**config.mk**
```make
export PLATFORM = sky130hd
export DESIGN_NAME = manchester_tx_with_preamble
export DESIGN_NICKNAME = d
export VERILOG_FILES = /design/src/sv/mtxp_pkg.sv /design/src/sv/manchester_tx_with_preamble.sv
export SDC_FILE = /design/constraint.sdc
export NUM_CORES = 1
export LEC_CHECK = 0
export ABC_AREA = 1
export BUFFER_PORTS_ARGS = -buffer_cell sky130_fd_sc_hd__buf_2
export CELL_PAD_IN_SITES_DETAIL_PLACEMENT = 2
export CELL_PAD_IN_SITES_GLOBAL_PLACEMENT = 2
export CORE_MARGIN = 2
export CORE_UTILIZATION = 28
export DETAILED_ROUTE_END_ITERATION = 10
export PLACE_DENSITY = 0.72
export SETUP_SLACK_MARGIN = 0.4
export SYNTH_ARGS = -nofsm -noshare
export SYNTH_HDL_FRONTEND = slang
export SYNTH_SLANG_ARGS = --single-unit
```
**constraint.sdc**
```tcl
create_clock -name clk -period 3.55 [get_ports clk]
set_input_delay 1.065 -clock clk [delete_from_list [all_inputs] [get_ports clk]]
set_output_delay 1.065 -clock clk [all_outputs]
set_load 0.01 [all_outputs]
```
**src/sv/mtxp_pkg.sv**
```systemverilog
// Package for the Manchester transmitter with preamble.
// Holds operation codes, default parameter values and fixed field widths.
// No dependencies.
`default_nettype none

package mtxp_pkg;

  typedef enum logic [1:0] {
    OP_WRITE = 2'd0,
    OP_START = 2'd1,
    OP_TICK  = 2'd2,
    OP_NONE  = 2'd3
  } op_t;

  localparam int BUFFER_DEPTH_DEF        = 16;
  localparam int PREAMBLE_EXTRA_BITS_DEF = 16;

  localparam logic [31:0] PREAMBLE_HIGH_ONES = 32'hFFFF_0000;

  localparam int PATTERN_W = 16;
  localparam int INDEX_W   = 4;
  localparam int BYTE_W    = 8;
  localparam int LENGTH_W  = 5;
  localparam int BITCNT_W  = 6;
  localparam int IN_DATA_W = 24;
  localparam int OUT_DATA_W = 8;

endpackage

`default_nettype wire

```
**src/sv/manchester_tx_with_preamble.sv**
```systemverilog
// Manchester packet transmitter with preamble: top level.
// Depends on mtxp_pkg for operation codes, widths and defaults.
//
// Usage:
//   Input stream s_*: s_tuser carries the operation (write byte, start, half-bit
//   tick, no-op); s_tdata carries byte index, byte value and packet length. Each item
//   accepted yields exactly one item on m_*: m_tdata holds the line level and
//   busy flag, m_tlast is high on the tick that ends a packet.
//   cfg_we/cfg_wdata load the 16-bit preamble pattern; write only while idle.
// Timing and throughput:
//   The result of an item appears on m_* the cycle after it is accepted. One
//   item per cycle is sustained while m_tready stays high: all state updates for
//   an item are registered when it is accepted, and the single output register frees as it is read.
// Reset:
//   rst clears the sequencer, the pattern and the output register; the byte
//   buffer keeps whatever it held and must be written before use.
// Stall:
//   While m_tvalid is high and m_tready low the result holds and s_tready is
//   low; s_tready returns in the cycle the result is taken.
`default_nettype none

module manchester_tx_with_preamble #(
  parameter int BUFFER_DEPTH        = mtxp_pkg::BUFFER_DEPTH_DEF,
  parameter int PREAMBLE_EXTRA_BITS = mtxp_pkg::PREAMBLE_EXTRA_BITS_DEF
) (
  input  wire logic                             clk,
  input  wire logic                             rst,
  input  wire logic                             cfg_we,
  input  wire logic [mtxp_pkg::PATTERN_W-1:0]   cfg_wdata,
  input  wire logic                             s_tvalid,
  output logic                                  s_tready,
  input  wire logic [mtxp_pkg::IN_DATA_W-1:0]   s_tdata,  // byte_index, byte_value, packet_length
  input  wire logic [1:0]                       s_tuser,  // operation
  output logic                                  m_tvalid,
  input  wire logic                             m_tready,
  output logic [mtxp_pkg::OUT_DATA_W-1:0]       m_tdata,  // line_level, busy_res
  output logic                                  m_tlast   // done_pulse
);

  localparam int STORE_DEPTH = (BUFFER_DEPTH < 16) ? BUFFER_DEPTH : 16;
  localparam int IDXW        = $clog2(STORE_DEPTH);
  localparam logic [mtxp_pkg::LENGTH_W-1:0] LEN_MAX =
    mtxp_pkg::LENGTH_W'((BUFFER_DEPTH > 31) ? 31 : BUFFER_DEPTH);
  localparam logic [mtxp_pkg::BITCNT_W-1:0] PRE_BITS =
    mtxp_pkg::BITCNT_W'(PREAMBLE_EXTRA_BITS + 16);
  localparam logic [7:0] DEPTH8 = 8'(BUFFER_DEPTH);

  logic [mtxp_pkg::BYTE_W-1:0]    packet_buffer [STORE_DEPTH];
  logic [mtxp_pkg::PATTERN_W-1:0] preamble_pattern;
  logic [31:0]                    preamble_shift, preamble_shift_next;
  logic [mtxp_pkg::BITCNT_W-1:0]  bit_counter, bit_counter_next;
  logic [mtxp_pkg::LENGTH_W-1:0]  byte_counter, byte_counter_next;
  logic [mtxp_pkg::LENGTH_W-1:0]  length_register, length_register_next;
  logic in_preamble, in_preamble_next;
  logic half_phase, half_phase_next;
  logic last_flag, last_flag_next;
  logic active_flag, active_flag_next;
  logic level_register, level_register_next;
  logic done_next;

  mtxp_pkg::op_t                  op;
  logic [mtxp_pkg::INDEX_W-1:0]   wr_index;
  logic [mtxp_pkg::BYTE_W-1:0]    wr_value;
  logic [mtxp_pkg::LENGTH_W-1:0]  start_len;
  logic                           accept;
  logic                           wr_en;
  logic [mtxp_pkg::BITCNT_W-1:0]  rd_bit_inc;
  logic [mtxp_pkg::LENGTH_W-1:0]  rd_sel_byte;
  logic [2:0]                     rd_sel_bit;
  logic [7:0]                     rd_ext;
  logic [IDXW-1:0]                rd_idx;
  logic [mtxp_pkg::BYTE_W-1:0]    rd_byte;
  logic                           cur_bit;

  assign op        = mtxp_pkg::op_t'(s_tuser);
  assign wr_index  = s_tdata[3:0];
  assign wr_value  = s_tdata[11:4];
  assign start_len = s_tdata[16:12];
  assign s_tready  = !m_tvalid || m_tready;
  assign accept    = s_tvalid && s_tready;
  assign wr_en     = accept && (op == mtxp_pkg::OP_WRITE) && (8'(wr_index) < DEPTH8);

  // Bit currently addressed by the next counter values
  assign rd_bit_inc  = bit_counter + 1'b1;
  assign rd_sel_byte = (half_phase && (rd_bit_inc >= mtxp_pkg::BITCNT_W'(8))) ?
                       byte_counter + 1'b1 : byte_counter;
  assign rd_sel_bit  = in_preamble ? 3'd0 :
                       (half_phase ? rd_bit_inc[2:0] : bit_counter[2:0]);
  assign rd_ext  = 8'(rd_sel_byte);
  assign rd_idx  = rd_ext[IDXW-1:0];
  assign rd_byte = packet_buffer[rd_idx];
  assign cur_bit = (rd_ext < DEPTH8) ? rd_byte[~rd_sel_bit] : 1'b0;

  always_comb begin
    logic [mtxp_pkg::BITCNT_W-1:0] bc_inc;
    logic [31:0]                   shifted;
    bc_inc               = bit_counter + 1'b1;
    shifted              = {preamble_shift[30:0], 1'b0};
    preamble_shift_next  = preamble_shift;
    bit_counter_next     = bit_counter;
    byte_counter_next    = byte_counter;
    length_register_next = length_register;
    in_preamble_next     = in_preamble;
    half_phase_next      = half_phase;
    last_flag_next       = last_flag;
    active_flag_next     = active_flag;
    level_register_next  = level_register;
    done_next            = 1'b0;
    if (accept) begin
      unique case (op)
        mtxp_pkg::OP_START: begin
          priority if (start_len == '0) begin
            length_register_next = mtxp_pkg::LENGTH_W'(1);
          end else if (start_len > LEN_MAX) begin
            length_register_next = LEN_MAX;
          end else begin
            length_register_next = start_len;
          end
          preamble_shift_next = mtxp_pkg::PREAMBLE_HIGH_ONES | 32'(preamble_pattern);
          bit_counter_next    = '0;
          byte_counter_next   = '0;
          in_preamble_next    = 1'b1;
          half_phase_next     = 1'b0;
          last_flag_next      = 1'b0;
          active_flag_next    = 1'b1;
          level_register_next = 1'b1;
        end
        mtxp_pkg::OP_TICK: begin
          if (active_flag) begin
            priority if (in_preamble) begin
              preamble_shift_next = shifted;
              if (bc_inc == PRE_BITS) begin
                in_preamble_next    = 1'b0;
                bit_counter_next    = '0;
                level_register_next = cur_bit;
              end else begin
                bit_counter_next    = bc_inc;
                level_register_next = shifted[31];
              end
            end else if (half_phase) begin
              half_phase_next = 1'b0;
              if (bc_inc >= mtxp_pkg::BITCNT_W'(8)) begin
                bit_counter_next  = '0;
                byte_counter_next = byte_counter + 1'b1;
                if (byte_counter_next == length_register) begin
                  last_flag_next = 1'b1;
                end
              end else begin
                bit_counter_next = bc_inc;
              end
              level_register_next = last_flag_next ? 1'b0 : cur_bit;
            end else begin
              half_phase_next = 1'b1;
              if (last_flag) begin
                active_flag_next = 1'b0;
                done_next        = 1'b1;
              end else begin
                level_register_next = !cur_bit;
              end
            end
          end
        end
        mtxp_pkg::OP_WRITE, mtxp_pkg::OP_NONE: begin
        end
        default: begin
        end
      endcase
    end
  end

  always_ff @(posedge clk) begin
    if (wr_en) begin
      packet_buffer[wr_index[IDXW-1:0]] <= wr_value;
    end
  end

  always_ff @(posedge clk) begin
    if (rst) begin
      preamble_pattern <= '0;
      preamble_shift   <= '0;
      bit_counter      <= '0;
      byte_counter     <= '0;
      length_register  <= '0;
      in_preamble      <= 1'b0;
      half_phase       <= 1'b0;
      last_flag        <= 1'b0;
      active_flag      <= 1'b0;
      level_register   <= 1'b0;
      m_tvalid         <= 1'b0;
      m_tdata          <= '0;
      m_tlast          <= 1'b0;
    end else begin
      if (cfg_we) begin
        preamble_pattern <= cfg_wdata;
      end
      preamble_shift  <= preamble_shift_next;
      bit_counter     <= bit_counter_next;
      byte_counter    <= byte_counter_next;
      length_register <= length_register_next;
      in_preamble     <= in_preamble_next;
      half_phase      <= half_phase_next;
      last_flag       <= last_flag_next;
      active_flag     <= active_flag_next;
      level_register  <= level_register_next;
      if (accept) begin
        m_tvalid <= 1'b1;
        m_tdata  <= {6'b0, active_flag_next, level_register_next};
        m_tlast  <= done_next;
      end else if (m_tready) begin
        m_tvalid <= 1'b0;
      end
    end
  end

endmodule

`default_nettype wire

```
==> summary by stage <==
Placement
Summed over all nets, the half-perimeter wirelength after detailed placement is 17320 µm. The routability-driven placement congestion ratio is 0.7133. The number of I/O port buffers is between 40 and 50.

Floorplanning
The number of top-level design ports is 58. The die is 182.8 µm tall. The starting utilization of the core area is between 20% and 30%. The die is 182.8 µm wide. The die footprint is 33400 µm². The core region area is 31470 µm². The number of placement rows is between 60 and 70.

GRT
The number of global-route vias before repair is 7866. The initial antenna violation count is 1. The largest net degree at the start of global routing is 38. The global router's overall resource usage is 17.24%. The routing usage on met1 is between 20% and 30%. The met3 track demand over resource is 2.621%.

The global routing stage identified its most utilized layer as met2. The first global-routing pass estimated 44020 µm of wire. The met2 track demand over resource is between 30% and 40%. Summed over all layers, the global routing overflow is 0.

Routing
The count of nets left with antenna violations once routing finished came out at 0. The post-detailed-route wirelength per cell is 22.67 µm. The first routing iteration left 471 violations. For this block, the routed nets add up to 34300 µm of wire.

The number of vias per cell is 5.045. The number of DRC violations after detailed routing is 0. The detailed-router iteration count before antenna repair is 5. The total vias in the final route is 7633.

Clocking
The H-tree was split into 4 levels. The deepest clock path buffer count is 2. The clock reaches the later pin of the worst-skew pair after roughly 0.46 ns. The buffer cell driving the clock tree root is clkbuf_16. The CTS tree is done. The total CTS buffers is 17. Clock tree synthesis found a total of 200 sinks. After clock tree synthesis, the clock-pin slew on the worst setup and hold paths is ~0.070 ns.

Synth
Of the total synthesized cell area, the portion taken by AND, OR, NAND and NOR gates is 21.57%. Counting distinct cell types in the post-synthesis netlist gives 40. The top-area cell type share of the netlist area is roughly 43%. The fraction of synthesized area in multiplexers is 0%.

In this run, synthesis produced a sequential element count of 200. By area, the combinational part of the netlist is dominated by simple AND/OR/NAND/NOR gates. The part of the Yosys area used for sequential elements is between 50 and 60%. The synthesized-area fraction occupied by adder cells is less than 1%. In the post-synthesis netlist, the biggest area contributors are edfxtp_1 43%, dfxtp_1 16%, nand2_1 9.6%. The netlist area before placement is around 8900 µm². In the synthesized netlist, the number of instances is between 900 and 1000.

The biggest area consumer among synthesized cells is edfxtp_1. The Yosys step of the flow raised 0 warnings. The fraction of the mapped netlist area in compound gates is approximately 8.5%. A synthesized cell averages 9.057 µm². The fraction of synthesized cell area in xor and xnor cells is 0.6851%.

Timing
Of the available clock period, the critical path in the final layout requires about nine tenths. After routing, the total negative slack on setup checks comes to 0 ns. Setup repair after global routing could not meet its margin everywhere. The relative slew slack is between 30% and 40%.

The top achievable clock speed is 309.2 MHz. Setup violations remaining at the end of the flow were counted as 0. The post-route minimum period is around 3.2 ns. The transition time of the tightest slew-check pin is between 0.9 and 1 ns. The final count of pins violating max slew was 0.

The final hold violation count is 0. Between clock sinks in the finished design, the worst skew comes to 0.01742 ns.

Worst setup path
The kind of cell with the highest combined delay on the critical path is simple AND/OR/NAND/NOR gates. The peak per-stage delay on the critical path is 0.36 ns. The count of cell instances traversed by the critical path is 26. STA puts the critical path data required time at 3.93 ns. The arrival time at the worst endpoint is between 3 and 4 ns. The most critical setup path has its startpoint at bit_counter[0].

The slowest stage of the critical path is the dfxtp_2 cell. The highest fanout seen on the critical path is 9. The startpoint identified for the worst register-to-register timing path is bit_counter[0]. The capturing element type of the critical path is a flop. The sum of buffers and inverters on the critical path is 2. The length in cells of the worst reg-to-reg path is 26.

The category of the critical setup timing path is flop to flop. STA classifies the critical path startpoint as a flop.

Final layout
The multi-input combinational cells in the finished layout cover a total of 3328 µm². Leaving out fill and tap cells, the most frequent cell in the layout is nand2_1. The total inserted antenna cells is 0. The number of nets in the layout is 1150.

Relative to the synthesized area, the layout overhead comes to 29.57%. The proportion of layout cells with a drive suffix above 1 is 23.13%. The layout has 3398 filler cells.

The sequential cells in the finished layout cover a total of 5295 µm². The library cells used most frequently in the layout, excluding fill and tap cells, are 214 x nand2_1, 147 x inv_1, 128 x edfxtp_1.

Power
The analysis attributes to cell leakage a power of roughly 4.8 nW. IR analysis of the VDD net gives a maximum drop of 0.3316 mV. The power density relative to cell area is 420.4 nW/µm². The total design power is approximately 4.9 mW.

Hold path
The worst hold path stage count is 2. The launch point of the worst hold path is m_tlast. In this run the worst hold path is classified as flop to flop.

Outcome
The run finished with clean final reports.

Flow run
The number of maximum-capacitance constraint violations is 0.
[through the flow]
step / worst slack (ns) / cells / cell area, µm² / hold WS, ns / utilization (%)
4_1_cts: 0.4032 / 1477 / 10640 / 0.4747 / 33.82
3_3_place_gp: 0.1385 / 1428 / 9736 / 0.4520 / 30.93
6_report: 0.3156 / 1513 / 11590 / 0.4742 / 36.84
3_5_place_dp: 0.03469 / 1428 / 9736 / 0.4630 / 30.93
5_1_grt: 0.1247 / 1513 / 11590 / 0.4998 / 36.84
2_1_floorplan: 0.8620 / 993 / 8967 / 0.4303 / -
[final timing paths]
kind                                   end  slack (ns)
worst max-delay path            m_tdata[0]        0.32
worst min-delay path               m_tlast        0.47
worst max register to register  m_tdata[0]        0.32
worst min register to register     m_tlast        0.47
[per-layer routing]
metal  share of wire (%)  vias up
met5               0.023        -
met4                 3.0        2
met3                 4.4       63
met2                  51      190
met1                  42     3901
li1                    -     3477
[synthesized netlist by cell type]
library cell	count
nand2_1	229
inv_1	148
edfxtp_1	128
nand3_1	123
nor2_1	81
dfxtp_1	72
o21ai_0	46
a21oi_1	26
clkbuf_1	19
a31oi_1	18
a221oi_1	13
buf_2	13
buf_4	9
buf_6	5
ha_1	5
nand2_2	5
nor3_1	5
o21ai_1	4
xor2_1	4
a211oi_1	3
nand3_2	3
nand4_1	3
xnor2_1	3
a2111oi_0	2
a21oi_4	2
a22oi_1	2
nand2_4	2
nor2_2	2
o22ai_1	2
a21oi_2	1
a311oi_1	1
buf_8	1
clkbuf_4	1
clkinv_1	1
conb_1	1
inv_2	1
nor2_4	1
o21ai_4	1
o21bai_1	1
o21bai_2	1
[timing repair]
action | in CTS | in global routing
setup buffers | 12 | 19
setup endpoints to repair | 2 | 2
gates resized for setup | 20 | 102
cloned | 5 | 17
hold buffers | 0 | 0
pin swaps | 4 | 30
endpoints found under the hold margin | 0 | 0
[worst min-delay path, stage by stage (launching register included)]
cell and delay (ns):
dfxtp_1 0.31, nand2_1 0.06, a21oi_1 0.06
[cell families after synthesis]
kind of cell	after synthesis
other	1
buffers and inverters	198
and+or+nand+nor	454
DFF	200
xor gates and xnor gates	7
adders and majority gates	5
AOI/OAI and AO/OA	123
[where the power goes]
| group | leakage (nW) | switching [mW] | internal, mW | total [mW] |
|---|---|---|---|---|
| clock | 0.287 | 0.989 | 1.06 | 2.05 |
| sequential | 1.74 | 0.0278 | 2.51 | 2.54 |
| combinational | 2.73 | 0.193 | 0.0967 | 0.290 |
[area by class of cell]
class / instances / area share [%]
clock buffer: 17 / 3.669
clock inverter: 15 / 1.392
inverter: 150 / 4.910
multi-input combinational: 597 / 28.70
sequential: 200 / 45.67
tap: 402 / 4.338
timing repair buffer: 132 / 11.32
[registers in the layout, summed over array words and instances, names as in the netlist]
name,count
active_flag,1
preamble_pattern,16
last_flag,1
preamble_shift,31
length_register,5
bit_counter,6
packet_buffer,128
half_phase,1
m_tdata,2
level_register,1
m_tlast,1
byte_counter,5
m_tvalid,1
in_preamble,1
Note: power is estimated with default switching activity, not from simulation.
